`config.mk`:
```
export PLATFORM = sky130hd
export DESIGN_NAME = slot_table_oldest_eviction
export DESIGN_NICKNAME = d
export VERILOG_FILES = /design/src/rtl/stoe_pkg.sv /design/src/rtl/stoe_ctrl.sv /design/src/rtl/stoe_datapath.sv /design/src/rtl/slot_table_oldest_eviction.sv
export VERILOG_INCLUDE_DIRS = /design/src /design/src/rtl
export SDC_FILE = /design/constraint.sdc
export NUM_CORES = 1
export LEC_CHECK = 0
export BUFFER_PORTS_ARGS = -buffer_cell sky130_fd_sc_hd__buf_2
export CORE_AREA = 5 5 335 337
export DETAILED_ROUTE_END_ITERATION = 7
export DIE_AREA = 0 0 340 342
export PLACE_DENSITY_LB_ADDON = 0.15
export SLEW_MARGIN = 15
export SYNTH_ARGS = -nofsm -noshare
export SYNTH_HDL_FRONTEND = slang
export SYNTH_SLANG_ARGS = --single-unit
```
`constraint.sdc`:
```
create_clock -name clk -period 5.24 [get_ports clk]
set_input_delay 0.524 -clock clk [delete_from_list [all_inputs] [get_ports clk]]
set_output_delay 0.524 -clock clk [all_outputs]
set_load 0.05 [all_outputs]
```
`src/rtl/slot_table_oldest_eviction_assert.svh`:
```
// assertion macros for the slot table
`ifndef SLOT_TABLE_OLDEST_EVICTION_ASSERT_SVH
`define SLOT_TABLE_OLDEST_EVICTION_ASSERT_SVH
`ifndef SYNTHESIS
// property that must hold at every clock edge outside reset
`define STOE_ASSERT(lbl, clk, rst, prop) \
  lbl: assert property (@(posedge clk) disable iff (rst) (prop)) \
    else $error("slot table check failed");
// condition in one cycle implies a condition in the next cycle
`define STOE_ASSERT_NEXT(lbl, clk, rst, pre, post) \
  lbl: assert property (@(posedge clk) disable iff (rst) (pre) |=> (post)) \
    else $error("slot table sequence check failed");
`else
`define STOE_ASSERT(lbl, clk, rst, prop)
`define STOE_ASSERT_NEXT(lbl, clk, rst, pre, post)
`endif
`endif

```
`src/rtl/stoe_pkg.sv`:
```
// shared types and constants for the slot table
`default_nettype none
package stoe_pkg;

  localparam int CMD_W   = 3;
  localparam int SLOT_W  = 5;
  localparam int CNT_W   = 6;
  localparam int STAMP_W = 31;

  localparam logic [STAMP_W-1:0] STAMP_MAX = 31'h7FFF_FFFF;

  // command codes
  localparam logic [CMD_W-1:0] CMD_FIND_FREE  = 3'd0;
  localparam logic [CMD_W-1:0] CMD_OCCUPY     = 3'd1;
  localparam logic [CMD_W-1:0] CMD_REMOVE     = 3'd2;
  localparam logic [CMD_W-1:0] CMD_REMOVE_ALL = 3'd3;
  localparam logic [CMD_W-1:0] CMD_NEXT       = 3'd4;
  localparam logic [CMD_W-1:0] CMD_PREV       = 3'd5;
  localparam logic [CMD_W-1:0] CMD_RANK       = 3'd6;
  localparam logic [CMD_W-1:0] CMD_SELECT     = 3'd7;

  // controller to datapath
  typedef struct packed {
    logic load;
    logic exec;
    logic find_step;
    logic evict;
    logic reduce;
    logic circ_step;
    logic move;
    logic rank_step;
    logic publish;
  } stoe_cmd_t;

  // datapath to controller
  typedef struct packed {
    logic free_hit;
    logic scan_last;
    logic move_req;
    logic red_ok;
    logic circ_hit;
    logic circ_last;
    logic out_free;
  } stoe_sts_t;

endpackage
`default_nettype wire

```
`src/rtl/stoe_ctrl.sv`:
```
// command sequencer for the slot table
`default_nettype none
module stoe_ctrl
  import stoe_pkg::*;
(
  input  wire logic             clk,
  input  wire logic             rst,
  input  wire logic             in_valid,
  input  wire logic [CMD_W-1:0] command,
  output logic                  in_stall,
  output stoe_cmd_t             ctl,
  input  wire stoe_sts_t        sts
);

  localparam logic [3:0] S_IDLE   = 4'd0;
  localparam logic [3:0] S_EXEC   = 4'd1;
  localparam logic [3:0] S_FIND   = 4'd2;
  localparam logic [3:0] S_DRAIN  = 4'd3;
  localparam logic [3:0] S_EVICT  = 4'd4;
  localparam logic [3:0] S_REDUCE = 4'd5;
  localparam logic [3:0] S_CIRC   = 4'd6;
  localparam logic [3:0] S_MOVE   = 4'd7;
  localparam logic [3:0] S_RANK   = 4'd8;
  localparam logic [3:0] S_DONE   = 4'd9;

  logic [3:0] state;
  logic [3:0] state_next;

  // state register
  always_ff @(posedge clk) begin
    if (rst) begin
      state <= S_IDLE;
    end else begin
      state <= state_next;
    end
  end

  assign in_stall = (state != S_IDLE);

  // next state and datapath commands
  always_comb begin
    state_next = state;
    ctl        = '0;
    case (state)
      S_IDLE: begin
        if (in_valid) begin
          ctl.load = 1'b1;
          if (command == CMD_FIND_FREE) begin
            state_next = S_FIND;
          end else if (command inside {CMD_NEXT, CMD_PREV}) begin
            state_next = S_REDUCE;
          end else if (command == CMD_RANK) begin
            state_next = S_RANK;
          end else begin
            state_next = S_EXEC;
          end
        end
      end
      S_EXEC: begin
        ctl.exec   = 1'b1;
        state_next = sts.move_req ? S_MOVE : S_DONE;
      end
      S_FIND: begin
        ctl.find_step = 1'b1;
        if (sts.free_hit) begin
          state_next = S_DONE;
        end else if (sts.scan_last) begin
          state_next = S_DRAIN;
        end
      end
      S_DRAIN: begin
        state_next = S_EVICT;
      end
      S_EVICT: begin
        ctl.evict  = 1'b1;
        state_next = sts.move_req ? S_MOVE : S_DONE;
      end
      S_REDUCE: begin
        ctl.reduce = 1'b1;
        if (sts.red_ok) begin
          state_next = S_CIRC;
        end
      end
      S_CIRC: begin
        ctl.circ_step = 1'b1;
        if (sts.circ_hit || sts.circ_last) begin
          state_next = S_DONE;
        end
      end
      S_MOVE: begin
        ctl.circ_step = 1'b1;
        ctl.move      = 1'b1;
        if (sts.circ_hit || sts.circ_last) begin
          state_next = S_DONE;
        end
      end
      S_RANK: begin
        ctl.rank_step = 1'b1;
        if (sts.scan_last) begin
          state_next = S_DONE;
        end
      end
      S_DONE: begin
        if (sts.out_free) begin
          ctl.publish = 1'b1;
          state_next  = S_IDLE;
        end
      end
      default: begin
        state_next = S_IDLE;
      end
    endcase
  end

endmodule
`default_nettype wire

```
`src/rtl/stoe_datapath.sv`:
```
// slot state, stamp memory, scan logic and result register
`default_nettype none
`include "slot_table_oldest_eviction_assert.svh"
module stoe_datapath
  import stoe_pkg::*;
#(
  parameter int SLOTS = 32
) (
  input  wire logic              clk,
  input  wire logic              rst,
  input  wire logic [CMD_W-1:0]  command,
  input  wire logic [SLOT_W-1:0] slot,
  input  wire stoe_cmd_t         ctl,
  output stoe_sts_t              sts,
  input  wire logic              out_stall,
  output logic                   out_valid,
  output logic                   status,
  output logic [SLOT_W-1:0]      result_slot,
  output logic [CNT_W-1:0]       rank,
  output logic [CNT_W-1:0]       occupied_count,
  output logic [SLOT_W-1:0]      current_slot,
  output logic                   current_valid
);

  localparam int IW = $clog2(SLOTS);
  localparam int CW = $clog2(SLOTS + 1);
  localparam int WW = IW + SLOT_W;

  // low bits of an index as a result slot field
  function automatic logic [SLOT_W-1:0] lo5(input logic [IW-1:0] v);
    logic [WW-1:0] w;
    w = {{SLOT_W{1'b0}}, v};
    return w[SLOT_W-1:0];
  endfunction

  // saturate a count to the output field
  function automatic logic [CNT_W-1:0] sat_cnt(input logic [CW-1:0] v);
    logic [CW+CNT_W-1:0] w;
    w = {{CNT_W{1'b0}}, v};
    return (w > {{CW{1'b0}}, {CNT_W{1'b1}}}) ? {CNT_W{1'b1}} : w[CNT_W-1:0];
  endfunction

  // table state
  logic [SLOTS-1:0]   occ;
  logic [STAMP_W-1:0] stamp_cnt;
  logic [IW-1:0]      cur;
  logic               cur_present;
  logic [CW-1:0]      occ_cnt;
  logic [STAMP_W-1:0] stamp_mem [SLOTS];
  logic [STAMP_W-1:0] rd_data;

  // per-item working registers
  logic [CMD_W-1:0]   cmd_r;
  logic [SLOT_W-1:0]  slot_r;
  logic [SLOT_W-1:0]  red;
  logic [IW-1:0]      ptr;
  logic [IW-1:0]      steps;
  logic [STAMP_W-1:0] best;
  logic [IW-1:0]      bidx;
  logic               cmp_vld;
  logic [IW-1:0]      cmp_idx;
  logic               res_status;
  logic [SLOT_W-1:0]  res_slot;
  logic [CW-1:0]      res_rank;

  // operand decode
  logic [WW-1:0] slot_w;
  logic [WW-1:0] ptr_w;
  logic [WW-1:0] red_w;
  logic [WW-1:0] red_sub;
  logic [IW-1:0] slot_idx;
  logic          in_range;
  logic          rm_ok;
  logic          ocp_ok;
  logic          wr_en;
  logic          free_en;
  logic [IW-1:0] free_idx;
  logic [IW-1:0] nidx_up;
  logic [IW-1:0] nidx_dn;
  logic [IW-1:0] nidx;
  logic          go_up;
  logic          circ_hit;

  assign slot_w   = {{IW{1'b0}}, slot_r};
  assign ptr_w    = {{SLOT_W{1'b0}}, ptr};
  assign red_w    = {{IW{1'b0}}, red};
  assign red_sub  = red_w - WW'(SLOTS);
  assign slot_idx = slot_w[IW-1:0];
  assign in_range = slot_w < WW'(SLOTS);
  assign rm_ok    = in_range && occ[slot_idx];
  assign ocp_ok   = in_range && !occ[slot_idx];
  assign wr_en    = ctl.exec && (cmd_r == CMD_OCCUPY) && ocp_ok;

  // freeing a slot by remove or by eviction
  assign free_en  = (ctl.exec && (cmd_r == CMD_REMOVE) && rm_ok) ||
                    (ctl.evict && (best != STAMP_MAX));
  assign free_idx = ctl.evict ? bidx : slot_idx;

  // circular step
  assign nidx_up  = (ptr == IW'(SLOTS - 1)) ? '0 : ptr + 1'b1;
  assign nidx_dn  = (ptr == '0) ? IW'(SLOTS - 1) : ptr - 1'b1;
  assign go_up    = ctl.move || (cmd_r == CMD_NEXT);
  assign nidx     = go_up ? nidx_up : nidx_dn;
  assign circ_hit = occ[nidx];

  // status to controller
  always_comb begin
    sts           = '0;
    sts.free_hit  = !occ[ptr];
    sts.scan_last = (ptr == IW'(SLOTS - 1));
    sts.move_req  = free_en && cur_present && (cur == free_idx);
    sts.red_ok    = red_w < WW'(SLOTS);
    sts.circ_hit  = circ_hit;
    sts.circ_last = (steps == IW'(SLOTS - 1));
    sts.out_free  = !out_valid || !out_stall;
  end

  // stamp memory, one write and one registered read port
  always_ff @(posedge clk) begin
    if (wr_en) begin
      stamp_mem[slot_idx] <= stamp_cnt;
    end
    rd_data <= stamp_mem[ptr];
  end

  // control state with reset
  always_ff @(posedge clk) begin
    if (rst) begin
      occ         <= '0;
      stamp_cnt   <= '0;
      cur         <= '0;
      cur_present <= 1'b0;
      occ_cnt     <= '0;
      out_valid   <= 1'b0;
      cmp_vld     <= 1'b0;
    end else begin
      cmp_vld <= ctl.find_step && occ[ptr];
      if (ctl.exec) begin
        case (cmd_r)
          CMD_OCCUPY: begin
            if (ocp_ok) begin
              occ[slot_idx] <= 1'b1;
              occ_cnt       <= occ_cnt + 1'b1;
              if (stamp_cnt != STAMP_MAX) begin
                stamp_cnt <= stamp_cnt + 1'b1;
              end
            end
          end
          CMD_REMOVE_ALL: begin
            occ         <= '0;
            stamp_cnt   <= '0;
            cur         <= '0;
            cur_present <= 1'b0;
            occ_cnt     <= '0;
          end
          CMD_SELECT: begin
            if (rm_ok) begin
              cur         <= slot_idx;
              cur_present <= 1'b1;
            end
          end
          default: begin
          end
        endcase
      end
      if (free_en) begin
        occ[free_idx] <= 1'b0;
        occ_cnt       <= occ_cnt - 1'b1;
      end
      // current pointer follows to the next occupied slot
      if (ctl.circ_step && ctl.move) begin
        if (circ_hit) begin
          cur <= nidx;
        end else if (sts.circ_last) begin
          cur         <= '0;
          cur_present <= 1'b0;
        end
      end
      if (ctl.publish) begin
        out_valid <= 1'b1;
      end else if (!out_stall) begin
        out_valid <= 1'b0;
      end
    end
  end

  // working registers and result payload
  always_ff @(posedge clk) begin
    cmp_idx <= ptr;
    if (ctl.load) begin
      cmd_r      <= command;
      slot_r     <= slot;
      red        <= slot;
      ptr        <= '0;
      steps      <= '0;
      best       <= STAMP_MAX;
      bidx       <= '0;
      res_status <= 1'b0;
      res_slot   <= (command == CMD_RANK) ? slot : '0;
      res_rank   <= '0;
    end
    // occupy, remove and select in the exec step
    if (ctl.exec && (cmd_r != CMD_REMOVE_ALL)) begin
      if ((cmd_r == CMD_OCCUPY) ? ocp_ok : rm_ok) begin
        res_slot <= slot_r;
      end else begin
        res_status <= 1'b1;
      end
      ptr   <= slot_idx;
      steps <= '0;
    end
    // free slot scan, stamps compared in the cycle after their slot is scanned
    if (ctl.find_step) begin
      if (!occ[ptr]) begin
        res_slot <= lo5(ptr);
      end else begin
        ptr <= ptr + 1'b1;
      end
    end
    if (cmp_vld && (rd_data < best)) begin
      best <= rd_data;
      bidx <= cmp_idx;
    end
    if (ctl.evict) begin
      if (best != STAMP_MAX) begin
        res_slot <= lo5(bidx);
        ptr      <= bidx;
        steps    <= '0;
      end else begin
        res_status <= 1'b1;
      end
    end
    // bring the search start into the table range
    if (ctl.reduce) begin
      if (!sts.red_ok) begin
        red <= red_sub[SLOT_W-1:0];
      end else begin
        ptr   <= red_w[IW-1:0];
        steps <= '0;
      end
    end
    if (ctl.circ_step) begin
      ptr   <= nidx;
      steps <= steps + 1'b1;
      if (!ctl.move) begin
        if (circ_hit) begin
          res_slot <= lo5(nidx);
        end else if (sts.circ_last) begin
          res_status <= 1'b1;
        end
      end
    end
    if (ctl.rank_step) begin
      if (occ[ptr] && (ptr_w <= slot_w)) begin
        res_rank <= res_rank + 1'b1;
      end
      ptr <= ptr + 1'b1;
    end
    if (ctl.publish) begin
      status         <= res_status;
      result_slot    <= res_slot;
      rank           <= sat_cnt(res_rank);
      occupied_count <= sat_cnt(occ_cnt);
      current_slot   <= lo5(cur);
      current_valid  <= cur_present && occ[cur];
    end
  end

  `STOE_ASSERT(a_count_tracks_bits, clk, rst, occ_cnt == CW'($countones(occ)))
  `STOE_ASSERT(a_idle_pointer_zero, clk, rst, cur_present || (cur == '0))
  `STOE_ASSERT_NEXT(a_move_lands_occupied, clk, rst, ctl.circ_step && ctl.move && circ_hit, cur_present && occ[cur])

endmodule
`default_nettype wire

```
`src/rtl/slot_table_oldest_eviction.sv`:
```
// top level of the slot table with oldest-first eviction
`default_nettype none
// Slot table with an occupied bit and an age stamp per slot. One command is
// taken at a time and gives one result. Remove, and find-free when it must
// evict, also move the current pointer on to the next occupied slot when the
// freed slot is the current one. Next and prev first subtract SLOTS from the
// start slot until it lies in the table range; rank scans every slot. The
// scan looks at one slot per cycle through the occupied bits and the single
// read port of the stamp memory. A new command is accepted while the previous
// result still waits.
module slot_table_oldest_eviction
  import stoe_pkg::*;
#(
  parameter int SLOTS = 32
) (
  input  wire logic              clk,
  input  wire logic              rst,
  input  wire logic              in_valid,
  output logic                   in_stall,
  input  wire logic [CMD_W-1:0]  command,
  input  wire logic [SLOT_W-1:0] slot,
  output logic                   out_valid,
  input  wire logic              out_stall,
  output logic                   status,
  output logic [SLOT_W-1:0]      result_slot,
  output logic [CNT_W-1:0]       rank,
  output logic [CNT_W-1:0]       occupied_count,
  output logic [SLOT_W-1:0]      current_slot,
  output logic                   current_valid
);

  stoe_cmd_t ctl;
  stoe_sts_t sts;

  // sequencer
  stoe_ctrl u_ctrl (
    .clk      (clk),
    .rst      (rst),
    .in_valid (in_valid),
    .command  (command),
    .in_stall (in_stall),
    .ctl      (ctl),
    .sts      (sts)
  );

  // table and result register
  stoe_datapath #(
    .SLOTS (SLOTS)
  ) u_datapath (
    .clk            (clk),
    .rst            (rst),
    .command        (command),
    .slot           (slot),
    .ctl            (ctl),
    .sts            (sts),
    .out_stall      (out_stall),
    .out_valid      (out_valid),
    .status         (status),
    .result_slot    (result_slot),
    .rank           (rank),
    .occupied_count (occupied_count),
    .current_slot   (current_slot),
    .current_valid  (current_valid)
  );

endmodule
`default_nettype wire
```
==> impl_results.md <==
- Skew-Pair Late Insertion Delay: 0.73 ns
- Mapped Cells: 2560
- Critical Path Source Type: flop
- Final hold violation count: 0
- Die Height: 342 um
- Initial antenna violation count: 6
- Number of stages on the worst hold path: 1
- Final wirelength: 123.8 mm
- Critical path data arrival time: 5.17 ns
- Register Area: 0.03464 sq mm
- Worst min-delay path category: in2reg
- Critical path's largest stage delay: 0.91 ns
- Top post-synthesis cells by count: edfxtp_1 (1060), mux4_2 (338), dfxtp_1 (139), nor2_1 (127), clkbuf_1 (80)
- Max Used Layer: met5
- Final Hold Slack: 0.06109 ns
- Cells on worst reg2reg path: 11
- CP max stage cell: edfxtp_1
- Io pins: 38
- Critical path data required time: 5.79 ns
- Max Buffers Root-to-Sink: 3
- Largest net degree at the start of global routing: 145
- Syn avg cell area: 18.95 sq um
- Worst slew pin tran: 1.252 ns
- Sequential cell area fraction in the yosys report: 71.36%
- Final setup skew: 0.03593 ns
- Dominant cell type by area after synthesis: edfxtp_1
- Post-synth top area share: 65.62%
- Utilization after layout: 50.75%
- Critical path type: reg2reg
- Root Driver: clkbuf_16
- DR iter-0 viols: 2516
- Total vias in the final route: 25430
- Drt pass-1 iters: 6
- Final cell area excluding filler cells: 0.05509 sq mm
- DR DRC count: 0
- DR WL met2: 59.35 mm
- Leak: 17.66 nW
- Area of the multi-input gates: 0.01335 sq mm
- Element type at the critical path end: flop
- Final setup margin: 0.6151 ns
- Crit path max fanout: 31
- Synth Cell Area: 0.04851 sq mm
- Starting density of the core: 44.69%
- Nets: 2742
- Flops & latches, synth: 1199
- Setup tns final: 0 ns
- Number of synthesized flops with an enable pin: 1060
- Number of fillers in the final layout: 8577
- Synth Flop Type: edfxtp_1
- Final setup violation count: 0
- Peak Freq: 0.2162 GHz
- CTS tree: yes
- Met3 WL: 9.353 mm
- First-pass GRT wire length: 180.5 mm
- Yosys cell types: 83
- Fraction of layout cells with a size suffix above 1: 27.64%
- Total grt overflow: 0
- Count leader, synth: edfxtp_1
- H-Tree Depth: 4
- DP Area: 0.05093 sq mm
- Clock transition at path regs: 0.06 ns
- Synth Warn #: 0
- Number of port buffers: 37
- Maximum VDD drop: 0.3529 mV
- Pre-CTS setup slack: 0.5886 ns
- Slew headroom: 15.88%
- WL per Instance: 29.43 um
- Avg Vias per Cell: 6.048
- Clock Sinks: 1199
- Crit-path cells: mux4_2 > nand2_1 > a21oi_1 > nor4_4 > inv_2 > ha_1 > or3_1 > a31oi_2 > buf_4 > a21o_1 > nor2_1
- P&R area growth vs syn: 13.56%
- Unrepaired setup endpoints after global routing: no
- HPWL after DPL: 72.95 mm
- RD Place Congestion: 0.8957
- M1 WL: 51.61 mm
- Net Count, Synth: 2617
- Rows: 121
- Post-CTS setup buffer count: 0
- Tmin final: 4.625 ns
- Routed Antenna Nets: 0
- Top post-synthesis cells by area: edfxtp_1 (66%), mux4_2 (16%), dfxtp_1 (5.7%), ha_1 (1.2%), nor2_1 (0.98%)
- Final Cycle Share: 88.26%
- Max Slew Vio Count: 0
- Core box area: 0.1086 sq mm
- Max-Cap Viols: 0
- Width of the chip: 340 um
- Status: complete, no violations
- P per Cell Area: 469.8 mW/mm^2
- Number of global-route vias before repair: 26000
- Inserted Clock Buffers: 130
- GRT Total Usage: 21.33%
- Die area: 0.1163 sq mm
- Ys async rst share: 0%
==> cells by family (layout without fill, tap and decap cells) <==
kind of cell	Yosys count	count (layout)	synth area share, %
buf+inv	194	423	1.669
mux	387	387	16.79
compound gates	276	276	3.928
simple gates	428	428	4.535
flops	1199	1199	71.36
other cells	0	2	0
fa+ha+maj	45	45	1.161
xor+xnor	31	31	0.5597
==> worst max-delay path: cells and delay by family, from the launching register on <==
| kind | cells | cell delay [ns] |
|---|---|---|
| and+or+nand+nor | 4 | 1.20 |
| buffers and inverters | 2 | 0.37 |
| AOI/OAI and AO/OA | 3 | 1.11 |
| adders and majority gates | 1 | 0.21 |
| muxes | 1 | 0.60 |
| DFF | 1 | 0.91 |
==> state kept, by name (all words and copies together) (netlist names), 6 cells and up <==
signal and count:
u_datapath.stamp_mem 992, u_datapath.occ 32, u_datapath.best 31, u_datapath.rd_data 31
u_datapath.stamp_cnt 31, u_datapath.occ_cnt 6, u_datapath.occupied_count 6, u_datapath.rank 6
u_datapath.res_rank 6
==> report_power, final <==
| part | internal, W | total [W] | leakage [nW] | switching, W |
|---|---|---|---|---|
| Sequential | 0.0106 | 0.0110 | 10.7 | 0.000399 |
| Clock | 0.00511 | 0.00876 | 2.00 | 0.00364 |
| Combinational | 0.00279 | 0.00612 | 4.94 | 0.00334 |
| Total | 0.0185 | 0.0259 | 17.7 | 0.00738 |
==> placed cells by master (no fill, tap or decap), types with 7 or more instances in the layout <==
| master | count |
|---|---|
| a21o_1 | 18 |
| nor2_4 | 31 |
| dfxtp_1 | 128 |
| buf_4 | 73 |
| mux4_2 | 338 |
| clkbuf_1 | 36 |
| mux2_2 | 32 |
| dfxtp_2 | 7 |
| nor2_1 | 96 |
| nor2b_1 | 9 |
| inv_1 | 60 |
| edfxtp_1 | 1060 |
| xor2_1 | 17 |
| mux2i_1 | 15 |
| buf_2 | 37 |
| or3_1 | 9 |
| ha_1 | 45 |
| bufinv_16 | 7 |
| clkbuf_16 | 133 |
| nand3_1 | 47 |
| clkinv_2 | 20 |
| a31oi_1 | 11 |
| nand4_1 | 28 |
| nand2_1 | 75 |
| o21ai_0 | 54 |
| or2_2 | 36 |
| buf_12 | 11 |
| xnor2_1 | 14 |
| clkinv_1 | 22 |
| a22oi_1 | 30 |
| nor3_1 | 28 |
| a211oi_1 | 44 |
| a21oi_1 | 51 |
| and3_1 | 11 |
| nand2b_1 | 10 |
| and4_1 | 8 |
==> metal layers <==
layer	GRT usage, %	vias up
li1	-	10780
met1	29.28	13480
met2	34.04	967
met3	5.212	206
met4	6.755	2
met5	0	-
==> timing repair <==
item | CTS | global route
gates resized for setup | 0 | 0
endpoints found under the setup margin | 0 | 0
hold endpoints to repair | 5 | 0
hold buffers | 5 | 0
==> per-stage QoR <==
step / cells / power [W]
6_report: 4205 / 0.02588
3_3_place_gp: 3962 / 0.01735
3_5_place_dp: 3962 / 0.01737
2_1_floorplan: 2560 / 0.01545
4_1_cts: 4203 / 0.02616
5_1_grt: 4203 / 0.02695
==> area by class of cell <==
type / count / area share, %
sequential: 1199 / 62.88
multi-input combinational: 1167 / 24.24
clock buffer: 175 / 6.437
tap: 1414 / 3.212
timing repair buffer: 126 / 1.822
clock inverter: 61 / 0.9926
inverter: 61 / 0.4156
antenna: 2 / 0.009085
==> worst paths after layout <==
| kind | from | end | slack, ns |
|---|---|---|---|
| setup / recovery | u_datapath.slot_idx[0] | u_datapath.stamp_cnt[5] | 0.62 |
| hold reg to reg | u_datapath.res_slot[0] | u_datapath.result_slot[0] | 0.45 |
| hold / removal | command[2] | u_datapath.cmd_r[2] | 0.06 |
| setup reg to reg | u_datapath.slot_idx[0] | u_datapath.stamp_cnt[5] | 0.62 |
No activity file was read; power rests on OpenSTA's default activity.
